[config.mk]
export PLATFORM = sky130hd
export DESIGN_NAME = bmp24_to_rgb565_stream_decoder_flat
export DESIGN_NICKNAME = d
export VERILOG_FILES = /design/src/rtl/core/b2r_pkg.sv /design/src/rtl/core/b2r_if.sv /design/src/rtl/core/b2r_rsp_buf.sv /design/src/rtl/core/bmp24_to_rgb565_stream_decoder.sv /design/src/flat_wrapper.sv
export SDC_FILE = /design/constraint.sdc
export NUM_CORES = 1
export LEC_CHECK = 0
export ABC_AREA = 1
export BUFFER_PORTS_ARGS = -buffer_cell sky130_fd_sc_hd__buf_2
export CAP_MARGIN = 20
export CORE_MARGIN = 8
export CORE_UTILIZATION = 38
export CTS_CLUSTER_SIZE = 16
export DETAILED_ROUTE_END_ITERATION = 6
export SETUP_SLACK_MARGIN = 0.02
export SYNTH_ARGS = -nofsm -noshare
export SYNTH_HDL_FRONTEND = slang
export SYNTH_SLANG_ARGS = --single-unit
[constraint.sdc]
create_clock -name clock -period 7.6 [get_ports clock]
set_input_delay 0.76 -clock clock [delete_from_list [all_inputs] [get_ports clock]]
set_output_delay 0.76 -clock clock [all_outputs]
set_load 0.01 [all_outputs]
[src/rtl/core/b2r_pkg.sv]
// Shared types, header layout constants and result codes for the bitmap stream decoder.
package b2r_pkg;

   // Default limit on the padded length of one pixel row, in bytes.
   localparam int unsigned MAX_ROW_BYTES_DEF = 512;

   // Header layout: every position is a byte offset from the start of the file.
   localparam logic [31:0] HDR_BYTES      = 32'd54;
   localparam logic [31:0] HDR_LAST_POS   = 32'd53;
   localparam logic [31:0] SIG_FIRST_POS  = 32'd0;
   localparam logic [31:0] SIG_SECOND_POS = 32'd1;
   localparam logic [31:0] OFFSET_POS     = 32'd10;
   localparam logic [31:0] WIDTH_POS      = 32'd18;
   localparam logic [31:0] HEIGHT_POS     = 32'd22;
   localparam logic [31:0] DEPTH_POS      = 32'd28;

   localparam logic [7:0]  SIG_FIRST      = 8'h42;   // 'B'
   localparam logic [7:0]  SIG_SECOND     = 8'h4D;   // 'M'
   localparam logic [15:0] DEPTH_BGR888   = 16'd24;

   typedef enum logic [2:0] {
      PH_HEADER,
      PH_SKIP,
      PH_PIXEL,
      PH_PAD,
      PH_DONE,
      PH_ERROR
   } phase_type;

   typedef enum logic [2:0] {
      STAT_PIXEL      = 3'd0,
      STAT_BAD_SIG    = 3'd1,
      STAT_BAD_DEPTH  = 3'd2,
      STAT_ROW_WIDE   = 3'd3,
      STAT_BAD_OFFSET = 3'd4
   } status_type;

   typedef struct packed {
      logic [15:0] pixel_rgb565;
      logic [7:0]  column;
      logic [30:0] row;
      status_type  status;
      logic        last_pixel;
   } rsp_type;

endpackage

[src/rtl/core/b2r_if.sv]
// Valid/ready channel interfaces for the bitmap byte input and the pixel result output.
interface b2r_req_if;
   logic       valid;
   logic       ready;
   logic [7:0] data_byte;
   logic       file_start;

   modport source (output valid, output data_byte, output file_start, input ready);
   modport sink (input valid, input data_byte, input file_start, output ready);
endinterface

interface b2r_rsp_if;
   logic        valid;
   logic        ready;
   logic [15:0] pixel_rgb565;
   logic [7:0]  column;
   logic [30:0] row;
   logic [2:0]  status;
   logic        last_pixel;

   modport source (output valid, output pixel_rgb565, output column, output row,
                   output status, output last_pixel, input ready);
   modport sink (input valid, input pixel_rgb565, input column, input row,
                 input status, input last_pixel, output ready);
endinterface

[src/rtl/core/b2r_rsp_buf.sv]
// Two-entry result buffer: an output register backed by a skid register.
module b2r_rsp_buf import b2r_pkg::*; (
   input  logic    clock,
   input  logic    reset,
   input  logic    push,
   input  rsp_type push_data,
   output logic    can_take,
   output logic    out_valid,
   input  logic    out_ready,
   output rsp_type out_data
);

   logic    out_valid_ff, out_valid_in;
   logic    skid_valid_ff, skid_valid_in;
   rsp_type out_data_ff, out_data_in;
   rsp_type skid_data_ff, skid_data_in;

   // The skid entry only fills when the output entry is held, so a free skid
   // entry always has room for one more word.
   assign can_take  = !skid_valid_ff;
   assign out_valid = out_valid_ff;
   assign out_data  = out_data_ff;

   always_comb begin
      out_valid_in  = out_valid_ff;
      skid_valid_in = skid_valid_ff;
      out_data_in   = out_data_ff;
      skid_data_in  = skid_data_ff;
      if (!out_valid_ff || out_ready) begin
         if (skid_valid_ff) begin
            out_valid_in  = 1'b1;
            out_data_in   = skid_data_ff;
            skid_valid_in = 1'b0;
         end else begin
            out_valid_in = push;
            out_data_in  = push_data;
         end
      end else if (push) begin
         skid_valid_in = 1'b1;
         skid_data_in  = push_data;
      end
   end

   always_ff @(posedge clock) begin
      if (reset) begin
         out_valid_ff  <= 1'b0;
         skid_valid_ff <= 1'b0;
      end else begin
         out_valid_ff  <= out_valid_in;
         skid_valid_ff <= skid_valid_in;
      end
      out_data_ff  <= out_data_in;
      skid_data_ff <= skid_data_in;
   end

endmodule

[src/rtl/core/bmp24_to_rgb565_stream_decoder.sv]
// Top level of the streaming 24-bit bitmap to RGB565 pixel decoder.
// This block takes a bitmap file one byte per word on the req_bus channel and
// gives one RGB565 pixel word on rsp_bus for every blue, green, red triple of
// pixel data, tagged with its column and its display row (bottom-up images are
// flipped so the top row is zero), and with last_pixel set on the final pixel.
// A word with file_start high is taken as byte 0 of a new file; after reset
// the first byte is treated as byte 0 even without file_start. The 54-byte
// header is checked: a bad signature is reported on byte 0 or 1, and once
// byte 53 is in, a depth other than 24, a padded row longer than MAX_ROW_BYTES
// and a data offset inside the header are reported in that order. An error
// gives exactly one word with a nonzero status and all other fields zero;
// then every byte is dropped until the next file_start. Row padding, bytes
// before the data offset and bytes after the last pixel give no words.
// The block takes one byte every cycle while req_bus.ready is high: all
// per-byte work sits between the parser state registers and a two-entry
// result buffer, into which a pixel word is written when its red byte is
// accepted. req_bus.ready falls only when both result buffer entries are
// full, that is when the sink has held off for two words in a row; while
// the sink takes words, the block accepts a byte in every cycle.
module bmp24_to_rgb565_stream_decoder import b2r_pkg::*; #(
   parameter int unsigned MAX_ROW_BYTES = MAX_ROW_BYTES_DEF
) (
   input logic        clock,
   input logic        reset,
   b2r_req_if.sink    req_bus,
   b2r_rsp_if.source  rsp_bus
);

   // A row that fits the limit has at most MAX_ROW_BYTES / 3 pixels.
   localparam int unsigned COL_W         = $clog2(MAX_ROW_BYTES / 3 + 1);
   localparam logic [31:0] ROW_QUOT_MAX  = 32'(MAX_ROW_BYTES / 4);

   phase_type         phase_ff, phase_in;
   logic [31:0]       pos_ff, pos_in;
   logic [31:0]       offset_ff, offset_in;
   logic [31:0]       width_ff, width_in;
   logic [31:0]       raw_height_ff, raw_height_in;
   logic [31:0]       height_ff, height_in;
   logic [15:0]       depth_ff, depth_in;
   logic              rows_flip_ff, rows_flip_in;
   logic [1:0]        color_idx_ff, color_idx_in;
   logic [7:0]        blue_ff, blue_in;
   logic [7:0]        green_ff, green_in;
   logic [COL_W-1:0]  col_ff, col_in;
   logic [31:0]       row_cnt_ff, row_cnt_in;
   logic [1:0]        pad_ff, pad_in;
   logic              wide_ff, wide_in;

   logic              accept;
   logic              can_take;
   logic              push;
   rsp_type           push_data;
   rsp_type           out_data;

   // Row width check, registered ahead of time: the width is complete long
   // before the last header byte. Padded length is ceil(3w/4)*4, which
   // exceeds the limit exactly when ceil(3w/4) exceeds the limit over four.
   logic [33:0]       width_x3_rnd;

   assign width_x3_rnd = {2'b00, width_ff} + {1'b0, width_ff, 1'b0} + 34'd3;
   assign wide_in      = (width_x3_rnd[33:2] > ROW_QUOT_MAX);

   assign accept        = req_bus.valid && can_take;
   assign req_bus.ready = can_take;

   always_comb begin
      phase_type         cur_phase;
      logic [31:0]       pos;
      logic [31:0]       pos_next;
      logic [1:0]        lane;
      logic [COL_W-1:0]  col_next;
      logic [31:0]       row_next;
      logic [2:0]        pad_idx_next;
      logic              last;
      logic [31:0]       disp_row;
      logic [COL_W+7:0]  col_ext;

      phase_in      = phase_ff;
      pos_in        = pos_ff;
      offset_in     = offset_ff;
      width_in      = width_ff;
      raw_height_in = raw_height_ff;
      height_in     = height_ff;
      depth_in      = depth_ff;
      rows_flip_in  = rows_flip_ff;
      color_idx_in  = color_idx_ff;
      blue_in       = blue_ff;
      green_in      = green_ff;
      col_in        = col_ff;
      row_cnt_in    = row_cnt_ff;
      pad_in        = pad_ff;
      push          = 1'b0;
      push_data     = '0;
      cur_phase     = phase_ff;
      lane          = 2'd0;
      pos           = 32'd0;
      pos_next      = 32'd0;
      col_next      = '0;
      row_next      = 32'd0;
      pad_idx_next  = 3'd0;
      last          = 1'b0;
      disp_row      = 32'd0;
      col_ext       = '0;

      if (accept) begin
         // A new file wipes all parser state before its first byte is used.
         if (req_bus.file_start) begin
            phase_in      = PH_HEADER;
            pos_in        = 32'd0;
            offset_in     = 32'd0;
            width_in      = 32'd0;
            raw_height_in = 32'd0;
            height_in     = 32'd0;
            depth_in      = 16'd0;
            rows_flip_in  = 1'b0;
            color_idx_in  = 2'd0;
            blue_in       = 8'd0;
            green_in      = 8'd0;
            col_in        = '0;
            row_cnt_in    = 32'd0;
            pad_in        = 2'd0;
         end
         cur_phase = phase_in;
         pos       = pos_in;
         pos_next  = pos + 32'd1;

         case (cur_phase)
            PH_HEADER: begin
               if ((pos == SIG_FIRST_POS && req_bus.data_byte != SIG_FIRST) ||
                   (pos == SIG_SECOND_POS && req_bus.data_byte != SIG_SECOND)) begin
                  push             = 1'b1;
                  push_data.status = STAT_BAD_SIG;
                  phase_in         = PH_ERROR;
               end else begin
                  // Little-endian fields; each byte lands in its own lane of
                  // a field that was cleared at file start.
                  if (pos >= OFFSET_POS && pos <= OFFSET_POS + 32'd3) begin
                     lane = pos[1:0] - OFFSET_POS[1:0];
                     offset_in[{lane, 3'b000} +: 8] = req_bus.data_byte;
                  end else if (pos >= WIDTH_POS && pos <= WIDTH_POS + 32'd3) begin
                     lane = pos[1:0] - WIDTH_POS[1:0];
                     width_in[{lane, 3'b000} +: 8] = req_bus.data_byte;
                  end else if (pos >= HEIGHT_POS && pos <= HEIGHT_POS + 32'd3) begin
                     lane = pos[1:0] - HEIGHT_POS[1:0];
                     raw_height_in[{lane, 3'b000} +: 8] = req_bus.data_byte;
                  end else if (pos == DEPTH_POS) begin
                     depth_in[7:0] = req_bus.data_byte;
                  end else if (pos == DEPTH_POS + 32'd1) begin
                     depth_in[15:8] = req_bus.data_byte;
                  end
                  pos_in = pos_next;

                  if (pos == HDR_LAST_POS) begin
                     if (depth_ff != DEPTH_BGR888) begin
                        push             = 1'b1;
                        push_data.status = STAT_BAD_DEPTH;
                        phase_in         = PH_ERROR;
                     end else if (wide_ff) begin
                        push             = 1'b1;
                        push_data.status = STAT_ROW_WIDE;
                        phase_in         = PH_ERROR;
                     end else if (offset_ff < HDR_BYTES) begin
                        push             = 1'b1;
                        push_data.status = STAT_BAD_OFFSET;
                        phase_in         = PH_ERROR;
                     end else begin
                        // A negative height means top-down rows; the most
                        // negative value keeps its magnitude of 2^31.
                        if (raw_height_ff[31]) begin
                           height_in    = 32'd0 - raw_height_ff;
                           rows_flip_in = 1'b0;
                        end else begin
                           height_in    = raw_height_ff;
                           rows_flip_in = (raw_height_ff != 32'd0);
                        end
                        // Pad bytes per row: (4 - 3w mod 4) mod 4, which is w mod 4.
                        pad_in = width_ff[1:0];
                        if (width_ff == 32'd0 || raw_height_ff == 32'd0) begin
                           phase_in = PH_DONE;
                        end else if (offset_ff <= HDR_BYTES) begin
                           phase_in = PH_PIXEL;
                        end else begin
                           phase_in = PH_SKIP;
                        end
                     end
                  end
               end
            end

            PH_SKIP: begin
               pos_in = pos_next;
               if (pos_next >= offset_in) begin
                  phase_in = PH_PIXEL;
               end
            end

            PH_PIXEL: begin
               case (color_idx_in)
                  2'd0: begin
                     blue_in      = req_bus.data_byte;
                     color_idx_in = 2'd1;
                  end
                  2'd1: begin
                     green_in     = req_bus.data_byte;
                     color_idx_in = 2'd2;
                  end
                  default: begin
                     color_idx_in = 2'd0;
                     col_next     = col_in + 1'b1;
                     row_next     = row_cnt_in + 32'd1;
                     last         = (col_next == width_in[COL_W-1:0]) &&
                                    (row_next == height_in);
                     disp_row     = rows_flip_in ? (height_in - row_next) : row_cnt_in;
                     col_ext      = {8'd0, col_in};

                     push                   = 1'b1;
                     push_data.pixel_rgb565 = {req_bus.data_byte[7:3], green_in[7:2],
                                               blue_in[7:3]};
                     push_data.column       = col_ext[7:0];
                     push_data.row          = disp_row[30:0];
                     push_data.status       = STAT_PIXEL;
                     push_data.last_pixel   = last;

                     col_in = col_next;
                     if (last) begin
                        phase_in = PH_DONE;
                     end else if (col_next >= width_in[COL_W-1:0]) begin
                        if (pad_in != 2'd0) begin
                           phase_in = PH_PAD;
                        end else begin
                           col_in     = '0;
                           row_cnt_in = row_next;
                        end
                     end
                  end
               endcase
            end

            PH_PAD: begin
               pad_idx_next = {1'b0, color_idx_in} + 3'd1;
               color_idx_in = pad_idx_next[1:0];
               if (pad_idx_next >= {1'b0, pad_in}) begin
                  color_idx_in = 2'd0;
                  col_in       = '0;
                  row_cnt_in   = row_cnt_in + 32'd1;
                  phase_in     = PH_PIXEL;
               end
            end

            default: begin
               // Done or failed: bytes are dropped until the next file start.
            end
         endcase
      end
   end

   always_ff @(posedge clock) begin
      if (reset) begin
         phase_ff <= PH_HEADER;
      end else begin
         phase_ff <= phase_in;
      end
   end

   always_ff @(posedge clock) begin
      if (reset) begin
         pos_ff        <= 32'd0;
         offset_ff     <= 32'd0;
         width_ff      <= 32'd0;
         raw_height_ff <= 32'd0;
         height_ff     <= 32'd0;
         depth_ff      <= 16'd0;
         rows_flip_ff  <= 1'b0;
         color_idx_ff  <= 2'd0;
         blue_ff       <= 8'd0;
         green_ff      <= 8'd0;
         col_ff        <= '0;
         row_cnt_ff    <= 32'd0;
         pad_ff        <= 2'd0;
      end else begin
         pos_ff        <= pos_in;
         offset_ff     <= offset_in;
         width_ff      <= width_in;
         raw_height_ff <= raw_height_in;
         height_ff     <= height_in;
         depth_ff      <= depth_in;
         rows_flip_ff  <= rows_flip_in;
         color_idx_ff  <= color_idx_in;
         blue_ff       <= blue_in;
         green_ff      <= green_in;
         col_ff        <= col_in;
         row_cnt_ff    <= row_cnt_in;
         pad_ff        <= pad_in;
      end
      wide_ff <= wide_in;
   end

   b2r_rsp_buf u_rsp_buf (
      .clock     (clock),
      .reset     (reset),
      .push      (push),
      .push_data (push_data),
      .can_take  (can_take),
      .out_valid (rsp_bus.valid),
      .out_ready (rsp_bus.ready),
      .out_data  (out_data)
   );

   assign rsp_bus.pixel_rgb565 = out_data.pixel_rgb565;
   assign rsp_bus.column       = out_data.column;
   assign rsp_bus.row          = out_data.row;
   assign rsp_bus.status       = out_data.status;
   assign rsp_bus.last_pixel   = out_data.last_pixel;

endmodule

[src/flat_wrapper.sv]
// flat-port wrapper written by rule: the top's interface ports become plain ports
module bmp24_to_rgb565_stream_decoder_flat import b2r_pkg::*;
#(
   parameter int unsigned MAX_ROW_BYTES = MAX_ROW_BYTES_DEF
)
  (clock, reset, req_bus_valid, req_bus_data_byte, req_bus_file_start, req_bus_ready, rsp_bus_valid, rsp_bus_pixel_rgb565, rsp_bus_column, rsp_bus_row, rsp_bus_status, rsp_bus_last_pixel, rsp_bus_ready);
  b2r_req_if req_bus_i ();
  b2r_rsp_if rsp_bus_i ();
  input logic clock;
  input logic reset;
  input wire logic [$bits(req_bus_i.valid)-1:0] req_bus_valid;
  input wire logic [$bits(req_bus_i.data_byte)-1:0] req_bus_data_byte;
  input wire logic [$bits(req_bus_i.file_start)-1:0] req_bus_file_start;
  output wire logic [$bits(req_bus_i.ready)-1:0] req_bus_ready;
  output wire logic [$bits(rsp_bus_i.valid)-1:0] rsp_bus_valid;
  output wire logic [$bits(rsp_bus_i.pixel_rgb565)-1:0] rsp_bus_pixel_rgb565;
  output wire logic [$bits(rsp_bus_i.column)-1:0] rsp_bus_column;
  output wire logic [$bits(rsp_bus_i.row)-1:0] rsp_bus_row;
  output wire logic [$bits(rsp_bus_i.status)-1:0] rsp_bus_status;
  output wire logic [$bits(rsp_bus_i.last_pixel)-1:0] rsp_bus_last_pixel;
  input wire logic [$bits(rsp_bus_i.ready)-1:0] rsp_bus_ready;
  assign req_bus_i.valid = req_bus_valid;
  assign req_bus_i.data_byte = req_bus_data_byte;
  assign req_bus_i.file_start = req_bus_file_start;
  assign req_bus_ready = req_bus_i.ready;
  assign rsp_bus_valid = rsp_bus_i.valid;
  assign rsp_bus_pixel_rgb565 = rsp_bus_i.pixel_rgb565;
  assign rsp_bus_column = rsp_bus_i.column;
  assign rsp_bus_row = rsp_bus_i.row;
  assign rsp_bus_status = rsp_bus_i.status;
  assign rsp_bus_last_pixel = rsp_bus_i.last_pixel;
  assign rsp_bus_i.ready = rsp_bus_ready;
  bmp24_to_rgb565_stream_decoder #(.MAX_ROW_BYTES(MAX_ROW_BYTES)) u_core (.clock(clock), .reset(reset), .req_bus(req_bus_i), .rsp_bus(rsp_bus_i));
endmodule
==> summary.md, run 1 <==
| Metric | Value |
|---|---|
| Run status | complete, no violations |
| Hold path cells | 2 |
| CTS Root Cell | clkbuf_16 |
| P_int | 3.55 mW |
| Synth Warn # | 0 |
| Vias per inst | approximately 5.4 |
| Power Density | around 170 nW/um^2 |
| Final setup viols | 0 |
| Synth Cell Area | 27600 um^2 |
| Syn Area/Cell | between 6 and 7 um^2 |
| TritonCTS buffer count | 44 |
| Die area | 81600 um^2 |
| Reg power frac | approximately two fifths |
| Flops & latches, synth | approximately 360 |
| Comb power frac | 17.5% |
| Clock share of power | 42.5% |
| WL/cell | 18.1 um |
| RSZ-0062 raised after global routing | no |
| Clk slew on worst S/H paths | 0.06 ns |
| Hold buffer count at CTS | 0 |
| Via count | 28221 |
| Worst IR Drop VDD | 0.161 mV |
| Die W | 286 um |
| GPL Wtd Cong | between 0.9 and 1 |
| Sw frac | 31.5% |
| Vias in the first global route | 26060 |
| Routed WL | between 90000 and 100000 um |
| Final Hold Fails | 0 |
| Fillers | 7817 |
| Fin nets | 4368 |
| Global Route Usage Sum | 22.1% |
| Clock Tree Buf Depth | 3 |
| Initial Utilization | 38.1% |
| Initial antenna violation count | 0 |
| Max Cap Viol | 0 |
| Synth Area in Simple Gates | 29.0% |
| Number of detailed-route iterations in the first pass | 7 |
| Crit-path max FO | 33 |
| Pleak | 13.6 nW |
| Max-slew violations | 0 |
| # IOs | 74 |
| First-pass GRT wire length | between 100000 and 150000 um |
| GR Util met3 | 3.13% |
| Clock skew | ~0.05 ns |
| Area leader, netlist | dfxtp_1 |
| Mux contribution to synthesized area | less than 1% |
| Clk sinks | around 360 |
| Worst r2r dst | u_core.row_cnt_ff[29] |
| Psw | 1.63 mW |
| Clk_lat worst skew | 0.61 ns |
| Cell Rows | 99 |
| Ant. Diodes | 0 |
| TNS Setup | 0 ns |
| Synth top area share | 17.3% |
| Share of cells above drive strength 1 | roughly 6.5% |
| Die Ht | 286 um |
| Ys async rst share | 0% |
| Post-synth EDFFs | 118 |
| Post_cts resized | 0 |
| RR Startpoint | u_core.row_cnt_ff[1] |
| Dominant synthesized flop cell | dfxtp_1 |
| Part of the cycle the worst path needs | a little over two thirds |
| Largest family of logic cells by synthesized area | simple AND/OR/NAND/NOR gates |
| Post-synthesis compound-gate area fraction | between 10% and 20% |
| Port Buffers | 73 |
| Iteration-0 DRC count of the detailed router | ~2700 |
| Synth Area in Adders | 7.35% |
| Core ar. | 72500 um^2 |
| Critical path endpoint category | flip-flop |
| R2R setup slack | 2.49 ns |
| WP data arrival | 5.78 ns |
| Syn-to-layout area delta | 9.18% |
| TritonCTS clock tree | built |
| Total grt overflow | 0 |
| Worst setup SP type | input port |
| Required @ worst endpoint | 8.07 ns |
| Post-synthesis cell type count | 62 |
| # DRC | 0 |
| Min-Delay Path Class | flip-flop to flip-flop |
| Least-Margin Pin Slew | around 1 ns |
| Sequential fraction of the synthesis area | approximately 30% |
| Remaining antenna violation count | 0 |
| Slew HR | 31.8% |
| Total chip power | 5.18 mW |
| M1 GR Usage | 29.2% |
| H-tree levels | 2 |
| Hpwl dp | ~67000 um |
| Fmax | about 190 MHz |
| Worst Hold Launch | u_core.depth_ff[14] |
| Critical path class | input port to flip-flop |
| Gr busiest metal | met2 |
| GR met2 Demand/Resource | 36.6% |
| Synth area leaders | dfxtp_1, nand2_1, edfxtp_1 |
| Cells after synthesis | between 4000 and 5000 |
| Post-Syn Nets | 4402 |
| Setup Buffers After CTS | 0 |
| Post-layout minimum cycle time | roughly 5.3 ns |
| Largest net degree at the start of global routing | about 160 |
| Hold EP | u_core.depth_ff[14] |
| XOR/XNOR Fraction of Synth Area | 2.92% |
| R2R cell count | 25 |
-- metal layers --
layer  routed length [um]  vias to the layer above
li1                     -                    13936
met1                41300                    13058
met2                43000                     1049
met3                 6510                      178
met4                 3090                        0
met5                    0                        -
-- through the flow --
step / hold slack (ns) / setup slack [ns] / util [%] / std cells / area, um^2
2_1_floorplan: 0.445 / 2.16 / - / 4228 / 27600
3_3_place_gp: 0.453 / 2.11 / 39.5 / 5107 / 28700
3_5_place_dp: 0.455 / 1.89 / 39.5 / 5107 / 28700
4_1_cts: 0.465 / 2.46 / 41.6 / 5189 / 30200
5_1_grt: 0.476 / 1.86 / 41.6 / 5189 / 30200
6_report: 0.465 / 2.29 / 41.6 / 5189 / 30200
-- placed cells by master (no fill, tap or decap), drive strengths merged, types with 28 or more instances in the layout --
cell type | Yosys | layout
o21ai | 280 | 280
dfxtp | 238 | 238
nand4 | 61 | 61
nand3 | 247 | 247
ha | 159 | 159
a21oi | 439 | 439
edfxtp | 118 | 118
clkbuf | 135 | 61
nor3 | 78 | 78
nor2 | 468 | 468
xor2 | 79 | 79
nand2 | 966 | 966
inv | 613 | 618
o211ai | 74 | 74
o22ai | 28 | 28
buf | 48 | 103
-- power by group through the flow --
stage	clock network [mW]	logic, mW	registers [mW]
2_1_floorplan	0	0.643	2.10
3_3_place_gp	0	0.885	2.11
3_5_place_dp	0	0.888	2.11
4_1_cts	2.25	0.892	2.07
5_1_grt	2.32	1.00	2.08
6_report	2.20	0.906	2.07
-- how the worst max path moves through the flow --
stage	slack (ns)	start	to
4_1_cts	2.46	req_bus_file_start	u_core.row_cnt_ff[29]
2_1_floorplan	2.16	req_bus_file_start	u_core.u_rsp_buf.skid_data_ff[0]
5_1_grt	1.86	req_bus_file_start	u_core.row_cnt_ff[30]
3_3_place_gp	2.11	req_bus_file_start	u_core.row_cnt_ff[26]
6_report	2.29	req_bus_file_start	u_core.row_cnt_ff[29]
3_5_place_dp	1.89	req_bus_file_start	u_core.row_cnt_ff[28]
-- sequential cells by signal, indices dropped and copies added, names as in the netlist --
| signal | flops |
|---|---|
| u_core.height_ff | 32 |
| u_core.col_ff | 8 |
| u_core.pos_ff | 32 |
| u_core.offset_ff | 32 |
| u_core.u_rsp_buf.out_data | 59 |
| u_core.u_rsp_buf.out_valid | 1 |
| u_core.u_rsp_buf.skid_valid_ff | 1 |
| u_core.width_ff | 32 |
| u_core.rows_flip_ff | 1 |
| u_core.row_cnt_ff | 32 |
| u_core.phase_ff | 3 |
| u_core.green_ff | 6 |
| u_core.pad_ff | 2 |
| u_core.raw_height_ff | 32 |
| u_core.depth_ff | 16 |
| u_core.u_rsp_buf.skid_data_ff | 59 |
| u_core.wide_ff | 1 |
| u_core.color_idx_ff | 2 |
| u_core.blue_ff | 5 |
-- area by class of cell --
cell class              instances  area (um^2)  area share [%]
clock buffers                  61         1260            4.19
clock inverters                21          238           0.788
inverters                     619         2330            7.73
multi-input cells            3070        16200            53.7
flip-flops and latches        356         8310            27.6
well taps                     959         1200            3.98
repair buffers                103          608            2.02
-- Yosys cell counts, types with 9 or more instances --
master,number
nand2_1,949
o22ai_1,28
nand3b_1,21
nor3_1,75
nor2_2,20
nor4_1,17
ha_1,159
nor2_1,436
clkbuf_1,135
xnor2_1,13
or2_2,9
nand4_1,61
a21oi_1,439
inv_2,15
buf_1,21
o211ai_1,74
nand2_2,14
a31oi_1,27
a221oi_1,10
dfxtp_1,238
xor2_1,79
o21bai_1,16
o21ai_0,251
a21o_1,10
nor2_4,12
buf_2,13
edfxtp_1,118
o221ai_1,12
nand3_1,236
o21ai_1,29
inv_1,597
-- worst max-delay path, cell delays in order --
cell and delay [ns]:
buf_4 0.26, inv_6 0.22, nand2_2 0.13, inv_1 0.12
ha_1 0.16, nand2_1 0.09, nor2_1 0.15, inv_1 0.09
nor2_1 0.25, nand4_1 0.30, nor2_1 0.21, nand2_1 0.10
xor2_1 0.16, ha_1 0.39, nand2_1 0.10, nor2_1 0.17
nand2_1 0.07, inv_1 0.07, nand2_1 0.09, nor4_1 0.51
nand3_4 0.41, nand2_4 0.46, nor2_1 0.09, o21bai_1 0.15
nand3_1 0.09, nand2_1 0.07, inv_1 0.04
-- kinds of logic (layout without fill, tap and decap cells) --
group	after synthesis	after routing
multiplexers	1	1
flip-flops	356	356
adder cells (fa/ha/maj)	161	161
buffers and inverters	802	804
AO/OA/AOI/OAI	947	947
AND/OR/NAND/NOR	1869	1869
XOR/XNOR	92	92
No activity file was read; power rests on OpenSTA's default activity.
==> run 2: changes to the inputs <==
==> constraint.sdc (replaced) <==
create_clock -name clock -period 4.9 [get_ports clock]
set_input_delay 0.49 -clock clock [delete_from_list [all_inputs] [get_ports clock]]
set_output_delay 0.49 -clock clock [all_outputs]
set_load 0.01 [all_outputs]
==> summary.md, run 2 (same netlist as run 1, synthesis figures left out) <==
| Metric | Value |
|---|---|
| Critical path class | flip-flop to flip-flop |
| R2R cell count | 23 (-8.0%) |
| Power Density | 265 nW/um^2 (+54%) |
| CTS Root Cell | clkbuf_16 |
| Initial Utilization | 38.1% (unchanged) |
| Total grt overflow | 0 (unchanged) |
| Most common cell after layout, fill and taps aside | nand2_1 |
| Slowest cell delay on critical path | 0.38 ns (-0.13 ns) |
| Cell family with most CP delay | simple AND/OR/NAND/NOR gates |
| Hold path cells | 3 (+1) |
| Clock skew | 0.0583 ns (+0.00839 ns) |
| Max Cap Viol | 0 (unchanged) |
| Share of cells above drive strength 1 | 7.66% (+1.2 points) |
| Final Hold Fails | 0 (unchanged) |
| Worst setup SP type | flip-flop |
| Vias per inst | 5.42 (-0.28%) |
| Hold buffer count at CTS | 0 (unchanged) |
| RSZ-0062 raised after global routing | no |
| TritonCTS buffer count | 44 (unchanged) |
| Part of the cycle the worst path needs | 90.5% |
| Min-Delay Path Class | input port to flip-flop |
| DP Worst Slack | 0.169 ns (-1.72 ns) |
| Initial antenna violation count | 0 (unchanged) |
| WP data arrival | 4.94 ns (-0.84 ns) |
| Iteration-0 DRC count of the detailed router | 2531 (-7.9%) |
| H-tree levels | 2 (unchanged) |
| Cell Count, Final, Fillers Out | 5230 (+0.79%) |
| Worst r2r dst | u_core.row_cnt_ff[24] |
| Fin nets | 4409 (+0.94%) |
| Post-layout util | 42.1% (+0.49 points) |
| Largest net degree at the start of global routing | 182 (+17%) |
| R2R setup slack | 0.47 ns (-2.02 ns) |
| Worst Hold Launch | req_bus_data_byte[0] |
| Number of detailed-route iterations in the first pass | 6 (-1) |
| Via count | 28364 (+0.51%) |
| Hold slack | 0.238 ns (-0.227 ns) |
| Most frequent cells in the layout | nand2_1, inv_1, a21oi_1, nor2_1, o21ai_0 |
| Pleak | 13.8 nW (+1.7%) |
| WP buf/inv | 3 (-3) |
| Syn-to-layout area delta | 10.5% |
| Crit-path max FO | 27 (-18%) |
| Required @ worst endpoint | 5.40 ns (-2.67 ns) |
| Hpwl dp | 68600 um (+2.6%) |
| Port Buffers | 73 (unchanged) |
| Remaining antenna violation count | 0 (unchanged) |
| Core ar. | 72500 um^2 (unchanged) |
| # IOs | 74 (unchanged) |
| Worst IR Drop VDD | 0.245 mV (+52%) |
| Max-slew violations | 0 (unchanged) |
| Placed insts | 5148 (+0.80%) |
| Die area | 81600 um^2 (unchanged) |
| First-pass GRT wire length | 150000 um (+1.2%) |
| Post-layout minimum cycle time | approximately 4.4 ns |
| Cell Rows | 99 (unchanged) |
| Routed WL | 95000 um (+1.1%) |
| GPL Wtd Cong | 0.963 (+1.5%) |
| Run status | complete, no violations |
| Clk sinks | 356 (unchanged) |
| Clock Tree Buf Depth | 3 (unchanged) |
| WL/cell | 18.2 um (+0.33%) |
| # DRC | 0 (unchanged) |
| Clk slew on worst S/H paths | 0.07 ns (about the same) |
| TritonCTS clock tree | built |
| Most Frequent Cell on Critical Path | nor2_1 |
| Global Route Usage Sum | 22.4% (+0.31 points) |
| Clk_lat worst skew | 0.62 ns (about the same) |
| Ant. Diodes | 0 (unchanged) |
| Die W | 286 um (unchanged) |
| Vias in the first global route | 26726 (+2.6%) |
| Worst path slowest cell | ha_1 |
| Critical path endpoint category | flip-flop |
| Worst path cell trace | inv_1 -> nor2_1 -> ha_1 -> nand2_1 -> nor2_1 -> inv_1 -> nor2_1 -> nand4_1 -> nor2_1 -> nand3_1 -> xor2_1 -> ha_1 -> nand2_1 -> nor3_1 -> nand2_1 -> nor4_2 -> nand3_4 -> nand2_4 -> nor2_1 -> o21bai_1 -> nand3_1 -> nand2_1 -> inv_1 |
| Slew HR | 36.4% (+4.6 points) |
| Hold EP | u_core.depth_ff[8] |
| TNS Setup | 0 ns (unchanged) |
| Fmax | 226 MHz |
| Final setup viols | 0 (unchanged) |
| Total chip power | 8.07 mW (+56%) |
| RR Startpoint | u_core.row_cnt_ff[1] |
| Die Ht | 286 um (unchanged) |
| Fin area | 30500 um^2 (+1.2%) |
| Post-DP Area | 29000 um^2 (+1.2%) |
| Fin worst setup slack | 0.467 ns (-1.82 ns) |
| Least-Margin Pin Slew | 0.953 ns (-0.0689 ns) |
==> run 2: how the worst max path moves through the flow <==
stage / start / to / slack, ns / depth (start not counted)
6_report: u_core.row_cnt_ff[1] / u_core.row_cnt_ff[24] / 0.47 / 23
5_1_grt: u_core.row_cnt_ff[1] / u_core.row_cnt_ff[29] / 0.11 / 23
4_1_cts: u_core.row_cnt_ff[1] / u_core.row_cnt_ff[30] / 0.47 / 23
2_1_floorplan: req_bus_file_start / u_core.row_cnt_ff[24] / 0.37 / 29
3_3_place_gp: req_bus_file_start / u_core.row_cnt_ff[26] / 0.29 / 25
3_5_place_dp: req_bus_file_start / u_core.row_cnt_ff[24] / 0.17 / 25
==> run 2: per-layer routing <==
metal | global-route usage [%] | vias to the layer above | part of all wire [%]
li1 | - | 14028 | -
met1 | 29.2 | 13083 | 44
met2 | 37.1 | 1032 | 46
met3 | 3.22 | 221 | 6.7
met4 | 8.89 | 0 | 4.0
met5 | 0 | - | 0
==> run 2: report_power, final <==
part	internal (mW)	switching [mW]
Combinational	0.414	1.02
Clock	1.96	1.46
Sequential	3.13	0.0903
Total	5.50	2.57
==> run 2: area by class of cell <==
| class | instances | area [um^2] |
|---|---|---|
| Fill cell | 7702 | 42000 |
| Multi-Input combinational cell | 3070 | 16200 |
| Sequential cell | 356 | 8310 |
| Inverter | 619 | 2340 |
| Tap cell | 959 | 1200 |
| Clock buffer | 52 | 1180 |
| Timing Repair Buffer | 144 | 953 |
| Clock inverter | 30 | 315 |
==> run 2: what timing repair did <==
item | CTS | global route
buffers inserted | 0 | 0
resized for setup | 0 | 1
setup endpoints to repair | 0 | 1
hold endpoints to repair | 0 | 0
==> run 2: worst register-to-register path: cells and delay by family (launching register included) <==
family	cells	cell delay, ns
AO/OA/AOI/OAI	1	0.15
XOR/XNOR	1	0.18
adder cells (fa/ha/maj)	2	0.57
buffers and inverters	3	0.20
flip-flops	1	0.37
AND/OR/NAND/NOR	16	2.88
